### config.mk
export PLATFORM = sky130hd
export DESIGN_NAME = teletext_row_attribute_decoder
export DESIGN_NICKNAME = d
export VERILOG_FILES = /design/src/tard_pkg.sv /design/src/tard_in_stage.sv /design/src/tard_decode.sv /design/src/teletext_row_attribute_decoder.sv
export SDC_FILE = /design/constraint.sdc
export NUM_CORES = 1
export LEC_CHECK = 0
export BUFFER_PORTS_ARGS = -buffer_cell sky130_fd_sc_hd__buf_2
export CORE_MARGIN = 2
export CORE_UTILIZATION = 59
export CTS_CLUSTER_SIZE = 8
export DETAILED_ROUTE_END_ITERATION = 12
export MAX_ROUTING_LAYER = met4
export PLACE_DENSITY = 0.92
export SETUP_SLACK_MARGIN = 0.15
export SLEW_MARGIN = 0
export SYNTH_ARGS = -nofsm -noshare
export SYNTH_HDL_FRONTEND = slang
export SYNTH_SLANG_ARGS = --single-unit
### constraint.sdc
create_clock -name i_clk -period 7.3 [get_ports i_clk]
set_clock_uncertainty 0.15 [all_clocks]
set_input_delay 1.825 -clock i_clk [delete_from_list [all_inputs] [get_ports i_clk]]
set_output_delay 1.825 -clock i_clk [all_outputs]
set_load 0.1 [all_outputs]
### src/tard_pkg.sv
package tard_pkg;

    // Control codes, column 0x00-0x1f
    localparam logic [6:0] CODE_ALPHA_BLACK   = 7'h00;
    localparam logic [6:0] CODE_ALPHA_WHITE   = 7'h07;
    localparam logic [6:0] CODE_FLASH         = 7'h08;
    localparam logic [6:0] CODE_STEADY        = 7'h09;
    localparam logic [6:0] CODE_END_BOX       = 7'h0a;
    localparam logic [6:0] CODE_START_BOX     = 7'h0b;
    localparam logic [6:0] CODE_NORMAL_SIZE   = 7'h0c;
    localparam logic [6:0] CODE_DOUBLE_HEIGHT = 7'h0d;
    localparam logic [6:0] CODE_MOSAIC_BLACK  = 7'h10;
    localparam logic [6:0] CODE_MOSAIC_WHITE  = 7'h17;
    localparam logic [6:0] CODE_CONCEAL       = 7'h18;
    localparam logic [6:0] CODE_CONTIGUOUS    = 7'h19;
    localparam logic [6:0] CODE_SEPARATED     = 7'h1a;
    localparam logic [6:0] CODE_BLACK_BG      = 7'h1c;
    localparam logic [6:0] CODE_NEW_BG        = 7'h1d;
    localparam logic [6:0] CODE_HOLD          = 7'h1e;
    localparam logic [6:0] CODE_RELEASE       = 7'h1f;
    localparam logic [6:0] CODE_SPACE         = 7'h20;

    localparam logic [2:0] COLOUR_WHITE       = 3'd7;
    localparam logic [3:0] COLOUR_BLACK       = 4'd0;
    localparam logic [3:0] COLOUR_TRANSPARENT = 4'd8;

    // Configuration register indexes
    localparam logic [1:0] CFG_MIX_MODE       = 2'd0;
    localparam logic [1:0] CFG_FLASH_PHASE_ON = 2'd1;
    localparam logic [1:0] CFG_REVEAL         = 2'd2;

    typedef struct packed {
        logic mix_mode;
        logic flash_phase_on;
        logic reveal;
    } t_cfg;

    typedef struct packed {
        logic       default_transparent;
        logic       first_in_row;
        logic [6:0] char_code;
    } t_item;

    typedef struct packed {
        logic       mosaic_mode;
        logic       hold;
        logic       separated;
        logic       box;
        logic       flash;
        logic       double_height;
        logic       conceal;
    } t_flags;

    typedef struct packed {
        logic [2:0] fg_colour;
        logic [3:0] bg_colour;
        logic       row_default_bg;
        t_flags     flags;
        logic [6:0] held_mosaic;
    } t_attr;

    typedef struct packed {
        logic       glyph_visible;
        logic       double_height;
        logic       concealed;
        logic       flashing;
        logic       separated;
        logic       mosaic;
        logic [6:0] glyph;
        logic [3:0] background;
        logic [2:0] foreground;
    } t_result;

    localparam t_attr ATTR_RESET = '{
        fg_colour:      COLOUR_WHITE,
        bg_colour:      COLOUR_BLACK,
        row_default_bg: 1'b0,
        flags:          '0,
        held_mosaic:    CODE_SPACE
    };

endpackage

### src/tard_in_stage.sv
module tard_in_stage (
    input  logic                i_clk,
    input  logic                i_rst_n,
    input  logic                i_valid,
    output logic                o_ready,
    input  tard_pkg::t_item     i_item,
    input  logic                i_advance,
    output logic                o_valid,
    output tard_pkg::t_item     o_item
);
    import tard_pkg::*;

    logic  r_valid;
    t_item r_item;

    assign o_ready = !r_valid || i_advance;
    assign o_valid = r_valid;
    assign o_item  = r_item;

    always_ff @(posedge i_clk) begin
        if (!i_rst_n) begin
            r_valid <= 1'b0;
        end else if (o_ready) begin
            r_valid <= i_valid;
        end
    end

    // payload needs no reset
    always_ff @(posedge i_clk) begin
        if (o_ready && i_valid) begin
            r_item <= i_item;
        end
    end

endmodule

### src/tard_decode.sv
module tard_decode (
    input  tard_pkg::t_cfg      i_cfg,
    input  tard_pkg::t_attr     i_attr,
    input  tard_pkg::t_item     i_item,
    output tard_pkg::t_attr     o_attr,
    output tard_pkg::t_result   o_result
);
    import tard_pkg::*;

    t_attr      a;
    logic [6:0] c;
    logic [6:0] ch;
    logic [3:0] dflt_bg;
    logic       hidden;
    logic       is_mosaic;

    always_comb begin
        a = i_attr;
        c = i_item.char_code;

        if (i_item.first_in_row) begin
            a.row_default_bg = i_item.default_transparent;
            a.fg_colour      = COLOUR_WHITE;
            a.flags          = '0;
            a.bg_colour      = i_item.default_transparent ? COLOUR_TRANSPARENT : COLOUR_BLACK;
            a.held_mosaic    = CODE_SPACE;
        end

        dflt_bg = a.row_default_bg ? COLOUR_TRANSPARENT : COLOUR_BLACK;
        ch      = c;

        if (c < CODE_SPACE) begin
            case (c) inside
                [CODE_ALPHA_BLACK:CODE_ALPHA_WHITE]: begin
                    a.fg_colour         = c[2:0];
                    a.flags.mosaic_mode = 1'b0;
                    a.flags.conceal     = 1'b0;
                end
                [CODE_MOSAIC_BLACK:CODE_MOSAIC_WHITE]: begin
                    a.fg_colour         = c[2:0];
                    a.flags.mosaic_mode = 1'b1;
                end
                CODE_FLASH:         a.flags.flash = 1'b1;
                CODE_STEADY:        a.flags.flash = 1'b0;
                CODE_END_BOX: begin
                    a.bg_colour = dflt_bg;
                    a.flags.box = 1'b0;
                end
                CODE_START_BOX: begin
                    a.bg_colour = COLOUR_BLACK;
                    a.flags.box = 1'b1;
                end
                CODE_NORMAL_SIZE:   a.flags.double_height = 1'b0;
                CODE_DOUBLE_HEIGHT: a.flags.double_height = 1'b1;
                CODE_CONCEAL:       a.flags.conceal = 1'b1;
                CODE_CONTIGUOUS:    a.flags.separated = 1'b0;
                CODE_SEPARATED:     a.flags.separated = 1'b1;
                CODE_BLACK_BG:      a.bg_colour = a.flags.box ? COLOUR_BLACK : dflt_bg;
                CODE_NEW_BG: begin
                    if (!i_cfg.mix_mode) begin
                        a.bg_colour = {1'b0, a.fg_colour};
                    end
                end
                CODE_HOLD:          a.flags.hold = 1'b1;
                CODE_RELEASE:       a.flags.hold = 1'b0;
                default: ;
            endcase
            // control cells show a space, or the held mosaic under hold
            ch = a.flags.hold ? a.held_mosaic : CODE_SPACE;
        end

        hidden = (a.flags.flash && !i_cfg.flash_phase_on) ||
                 (a.flags.conceal && !i_cfg.reveal);
        is_mosaic = a.flags.mosaic_mode && ch[5];

        if (is_mosaic) begin
            a.held_mosaic = ch;
        end

        o_attr = a;

        o_result.foreground    = a.fg_colour;
        o_result.background    = a.bg_colour;
        o_result.glyph         = is_mosaic ? {1'b0, ch[6], ch[4:0]} : ch;
        o_result.mosaic        = is_mosaic;
        o_result.separated     = a.flags.separated;
        o_result.flashing      = a.flags.flash;
        o_result.concealed     = a.flags.conceal;
        o_result.double_height = a.flags.double_height;
        o_result.glyph_visible = !hidden && (is_mosaic || ch != CODE_SPACE);
    end

endmodule

### src/teletext_row_attribute_decoder.sv
// Level 1 teletext serial attribute decoder for one display row. Feed one
// 7-bit character per column on the slave stream, with tuser bit 0 set on
// column 0 so the row attributes restart from their defaults. Each item
// yields exactly one result: colours, glyph or mosaic pattern, attribute
// flags and a draw flag for the current flash phase and reveal setting.
// An item passes an input register and one decode step into the output
// register, and one item is taken every cycle while the master side keeps
// up; the attribute state updates once per item as it moves into the
// output register. Write configuration only while no item is in flight.
module teletext_row_attribute_decoder (
    input  logic        i_clk,
    input  logic        i_rst_n,
    input  logic        i_cfg_we,
    input  logic [1:0]  i_cfg_idx,
    input  logic [0:0]  i_cfg_data,
    input  logic        s_tvalid,
    output logic        s_tready,
    input  logic [7:0]  s_tdata,   // [6:0] char_code, [7] zero
    input  logic [1:0]  s_tuser,   // [0] first_in_row, [1] default_transparent
    output logic        m_tvalid,
    input  logic        m_tready,
    output logic [23:0] m_tdata,   // [2:0] foreground, [6:3] background, [13:7] glyph,
                                   // [14] separated, [15] flashing, [16] concealed,
                                   // [17] double_height, [18] glyph_visible, [23:19] zero
    output logic [0:0]  m_tuser    // [0] mosaic
);
    import tard_pkg::*;

    t_cfg    r_cfg;
    t_attr   r_attr;
    t_attr   n_attr;
    t_item   s_item;
    t_item   q_item;
    t_result n_result;
    t_result r_result;
    logic    r_out_valid;
    logic    q_valid;
    logic    advance;

    assign s_item = '{default_transparent: s_tuser[1], first_in_row: s_tuser[0],
                      char_code: s_tdata[6:0]};

    assign advance = q_valid && (!r_out_valid || m_tready);

    always_ff @(posedge i_clk) begin
        if (!i_rst_n) begin
            r_cfg <= '{mix_mode: 1'b0, flash_phase_on: 1'b1, reveal: 1'b0};
        end else if (i_cfg_we) begin
            case (i_cfg_idx)
                CFG_MIX_MODE:       r_cfg.mix_mode       <= i_cfg_data[0];
                CFG_FLASH_PHASE_ON: r_cfg.flash_phase_on <= i_cfg_data[0];
                CFG_REVEAL:         r_cfg.reveal         <= i_cfg_data[0];
                default: ;
            endcase
        end
    end

    tard_in_stage u_in_stage (
        .i_clk     (i_clk),
        .i_rst_n   (i_rst_n),
        .i_valid   (s_tvalid),
        .o_ready   (s_tready),
        .i_item    (s_item),
        .i_advance (advance),
        .o_valid   (q_valid),
        .o_item    (q_item)
    );

    tard_decode u_decode (
        .i_cfg    (r_cfg),
        .i_attr   (r_attr),
        .i_item   (q_item),
        .o_attr   (n_attr),
        .o_result (n_result)
    );

    always_ff @(posedge i_clk) begin
        if (!i_rst_n) begin
            r_attr      <= ATTR_RESET;
            r_out_valid <= 1'b0;
        end else begin
            if (advance) begin
                r_attr <= n_attr;
            end
            if (advance) begin
                r_out_valid <= 1'b1;
            end else if (m_tready) begin
                r_out_valid <= 1'b0;
            end
        end
    end

    always_ff @(posedge i_clk) begin
        if (advance) begin
            r_result <= n_result;
        end
    end

    assign m_tvalid = r_out_valid;
    assign m_tdata  = {5'd0, r_result.glyph_visible, r_result.double_height,
                       r_result.concealed, r_result.flashing, r_result.separated,
                       r_result.glyph, r_result.background, r_result.foreground};
    assign m_tuser  = r_result.mosaic;

    // a mosaic pattern only ever uses six bits
    a_mosaic_six_bits: assert property (@(posedge i_clk) disable iff (!i_rst_n)
        (m_tvalid && m_tuser[0]) |-> (m_tdata[13] == 1'b0))
        else $error("mosaic glyph has bit 6 set");

    a_bg_range: assert property (@(posedge i_clk) disable iff (!i_rst_n)
        m_tvalid |-> (m_tdata[6:3] <= COLOUR_TRANSPARENT))
        else $error("background colour out of range");

    // a held input item must move on when the output register is free
    a_advance: assert property (@(posedge i_clk) disable iff (!i_rst_n)
        (q_valid && !r_out_valid) |=> r_out_valid)
        else $error("item stuck in input register");

    a_row_start: assert property (@(posedge i_clk) disable iff (!i_rst_n)
        (advance && q_item.first_in_row) |=>
            (r_attr.row_default_bg == $past(q_item.default_transparent)))
        else $error("row default background not taken at row start");

endmodule

Word-level counts from Yosys, hierarchy flattened:

Cells that the tools add are included.

* latch bits: 0
* memory bits (writable): 0
* ROM bits: 0
* register bits after elaboration: 56
* input port bits: 18
* memories: 0
* output and inout port bits: 27

* equality and inequality tests: 16
* div/mod/pow operators: 0
* shifts and indexed selects: 0
* muxes and demuxes: 84
* add/sub/neg operators: 0
* bitwise logic cells: 0
* order comparisons: 5
* reduce and logical (&&, ||, !) cells: 22
* multipliers: 0

Operator list (count)
* $mux W4: 17
* $mux W1: 58
* $eq A7 B5 Y1 const B: 7
* $eq A7 B4 Y1 const B: 6
* $mux W7: 5
* $mux W22: 1
* $logic_and A1 B1 Y1: 8
* $ge A7 B1 Y1 const B: 1
* $ge A7 B5 Y1 const B: 1
* $le A7 B3 Y1 const B: 1
* $le A7 B5 Y1 const B: 1
* $lt A7 B6 Y1 const B: 1
* $ne A7 B6 Y1 const B: 1
* $mux W3: 2
* $mux W6: 1
* $reduce_and A2 Y1: 3
* $logic_not A1 Y1: 5
* $logic_or A1 B1 Y1: 4
* $eq A2 B1 Y1 const B: 1
* $eq A2 B2 Y1 const B: 1
* $logic_not A2 Y1: 1
* $reduce_bool A2 Y1: 1

Logic depth before layout (Yosys ltp):

* word-level depth: 23
* depth in mapped cells: 7

Hierarchy:

From an unflattened synthesis, not the netlist that was laid out.

* cell total of the unflattened synthesis: 293
* area, all modules: 2910.3 sq um

By module, submodules not included
* teletext_row_attribute_decoder: sequential area each 1121.1 sq um, instances 1, cells each 139, area an instance 1712.9 sq um
* tard_decode: sequential area each 0.0 sq um, instances 1, cells each 140, area an instance 869.6 sq um
* tard_in_stage: sequential area each 290.3 sq um, instances 1, cells each 14, area an instance 327.8 sq um

Worst setup path before layout:

No wires, ideal clock.

* path type: input -> output
* start point: in m_tready
* end point: out s_tready
* data arrival time: 2558 ps
* stages: 2
* setup slack: 2767 ps
* required time: 5325 ps
* cell sequence: nor2b_1 nand2_1

* word-level cells in the longest chain between the ends: 3

RTL lines
* start: declaration: line teletext_row_attribute_decoder.sv:21 `input logic m_tready,`
* $logic_or A1 B1 Y1: line teletext_row_attribute_decoder.sv:43 `assign advance = q_valid && (!r_out_valid || m_tready);`
* $logic_and A1 B1 Y1: line teletext_row_attribute_decoder.sv:43
* $logic_or A1 B1 Y1: line tard_in_stage.sv:16 `assign o_ready = !r_valid || i_advance;`
* end: declaration: line teletext_row_attribute_decoder.sv:17 `output logic s_tready,`

Every way passes these cells.

Worst setup path in the final report:

Ends and elaborated chain as after synthesis.

==> flow_summary_export.csv <==
group,metric,value,unit
floorplan,io_pins,45,
detailed_routing,avgRoutedWirePerCell,14.9,um
global_route,antenna_found_initial,0,
cts,clockBufferDepth,2,
pwr,powerDensity,218,mW/mm^2
timing,setup_tns,0,ns
setup_path,critPathBufInv,2,
detailed_routing,drc_errors,0,
yosys,synth-edff-count,29,
timing,timing.fmax,223,MHz
pwr,leakage,1.06,nW
cts,cts-root-buf,"clkbuf_8",
cts,cts_max_level,2,
hold_path,hp-class,"reg2reg",
yosys,synthDistinctLibCells,52,
setup_path,worst_setup_path_end_kind,"output port",
pwr,p_total,0.609,mW
timing,max_slew_margin,26.5,%
setup_path,worstPathArrival,2.50,ns
cts,clock-sinks,56,
yosys,avgSynthCellArea,10.4,um^2
cells_and_area,nets,292,
setup_path,path_depth,4,
setup_path,crit_chain,"buf_2 > nor2b_1 > nand2_1 > buf_2",
detailed_routing,drtPass1Iterations,4,
detailed_routing,drtIter0Drc,217,
hold_path,whs_path_depth,2,
setup_path,cp-start-kind,"input port",
cells_and_area,area_growth,9.34,%
cells_and_area,instances_no_fill,325,
floorplan,fp.dieW,69.9,um
yosys,yosysTopAreaCell,"edfxtp_1",
detailed_routing,vias,1921,
setup_path,critPathMaxStageDelay,0.30,ns
detailed_routing,antenna_left,0,
setup_path,crit_path_max_fanout,3,
floorplan,core,0.00409,mm^2
yosys,yosysWarnings,0,
yosys,seq_area_frac_synth,55.1,%
timing,setup_viol,0,
timing,layout_min_cycle_time,4.48,ns
cts,cts_tree,"built",
detailed_routing,routed_wl,4.85,mm
global_route,grt_first_pass_wirelength,8.17,mm
cts,hold_buffers,0,
cts,clk_latency,0.31,ns
setup_path,crit_top_cell,"buf_2",
run,drv_cap,0,
floorplan,die-area,0.00488,mm^2
global_route,grt_overflow_total,0,
global_route,groute.usage.overall,21.4,%
cells_and_area,antenna_cells,0,
setup_path,rrSetupSlack,4.65,ns
yosys,synthTopCellsByArea,"edfxtp_1, dfxtp_1, nor2_1, a22o_1, nand2_1",
timing,worst_pin_slew,1.10,ns
setup_path,worst_ep_required_time,5.33,ns
cells_and_area,drive_above_1_share,18.5,%
outcome,status,"complete, no violations",
setup_path,worstSetupPathType,"in2out",
global_route,grt_max_degree,34,
timing,period_share,61.4,%
yosys,synth_seq_cells,56,
placement,port_buffers,38,
timing,final_hold_viol_count,0,
yosys,synth_top_area_share,34.0,%
setup_path,worst_r2r_path_depth,5,
detailed_routing,vias_per_cell,5.91,
cells_and_area,finalInstanceArea,0.00280,mm^2
timing,rsz0062_at_grt,"no",
placement,pre_cts_slack,2.81,ns
yosys,async_flop_share,0,%
placement,gp_congestion,0.930,
placement,dp.cells,317,
placement,place_area,0.00272,mm^2
timing,timing.final.ws_setup,2.82,ns
timing,slew_viol_final,0,
cts,post_cts_buffers,0,
placement,dpl.hpwl,3.34,mm
yosys,postSynthCellCount,245,
floorplan,die_h,69.9,um
cts,clk_pin_slew,0.09,ns
cts,cts_buffers,5,
pwr,ir_worst_vdd,0.000144,V
yosys,synth_ff_type,"edfxtp_1",
floorplan,start_util,62.6,%
yosys,netlist_area,0.00256,mm^2
setup_path,worst_path_max_delay_cell,"buf_2",
cts,post_cts_resized,0,
floorplan,num_rows,23,
setup_path,critPathTopFamily,"buffers and inverters",
global_route,grt_pass1_vias,1687,
layer usage:
| layer | part of all wire, % | GRT usage (%) |
|---|---|---|
| met5 | 0 | - |
| met4 | 1.6 | 7.91 |
| met3 | 5.1 | 4.62 |
| met2 | 47 | 31.5 |
| met1 | 46 | 29.4 |
layout by cell type (no fill, tap or decap), types with 5 or more instances in the layout:
master,count
inv_1,8
nand2b_1,7
buf_2,38
nand2_1,16
conb_1,5
nor3_1,8
clkbuf_8,5
nor3b_1,6
a22o_1,10
edfxtp_1,29
nor2_1,31
o21ai_0,9
dfxtp_1,27
a21oi_1,11
cell usage after synthesis, types with 3 or more instances:
master and count:
nor2_1 31, edfxtp_1 29, dfxtp_1 27, nand2_1 16, clkbuf_1 12, a21oi_1 11
a22o_1 10, o21ai_0 9, inv_1 8, nor3_1 8, nand2b_1 7, nor3b_1 6
buf_4 5, mux2i_1 4, nand3_1 4, o21a_1 4, a21o_1 3, nor2b_1 3
o2bb2ai_1 3, or3_1 3
worst register-to-register path, cell delays in order, from the launching register on:
cell	delay, ns
edfxtp_1	0.58
or2_1	0.41
or4_4	0.54
a311oi_4	0.37
nor2_2	0.14
a221o_1	0.35
registers in the layout, indices dropped and copies added, names as in the netlist:
register            count
m_tuser                 1
u_in_stage.o_item       9
r_cfg                   3
m_tdata                19
r_attr                 22
u_in_stage.o_valid      1
m_tvalid                1
kinds of logic (layout without fill, tap and decap cells):
| family | count (synthesis) | after routing | share of synthesized area, % |
|---|---|---|---|
| muxes | 5 | 5 | 2.00 |
| buffers and inverters | 28 | 54 | 5.47 |
| other | 1 | 5 | 0.146 |
| DFF | 56 | 56 | 55.1 |
| AOI/OAI and AO/OA | 61 | 61 | 18.3 |
| and+or+nand+nor | 94 | 94 | 19.0 |
per-stage QoR:
step | hold slack, ns | utilization [%]
floorplan | 0.287 | -
global placement | 0.294 | 66.5
detailed placement | 0.308 | 66.5
CTS | 0.320 | 68.5
global route | 0.351 | 68.5
finish | 0.321 | 68.5
path summary, 6_finish.rpt:
path                        start        end
max                      m_tready   s_tready
max reg2reg  u_in_stage.o_item[6]  r_attr[6]
min                     r_attr[7]  r_attr[7]
min reg2reg             r_attr[7]  r_attr[7]
report_power, final:
group	internal [mW]	leakage (nW)	switching (mW)
combinational	0.0195	0.525	0.0742
sequential	0.344	0.490	0.0117
clock	0.0675	0.0422	0.0923
total	0.431	1.06	0.178
cell type report:
cell class / count / area (um^2)
clock buffers: 7 / 76.3
inverters: 8 / 30.0
fillers: 311 / 1290
flip-flops and latches: 56 / 1410
multi-input cells: 165 / 1020
clock inverters: 1 / 5.00
repair buffers: 38 / 190
well taps: 50 / 62.6
(Power assumes the default switching activity.)
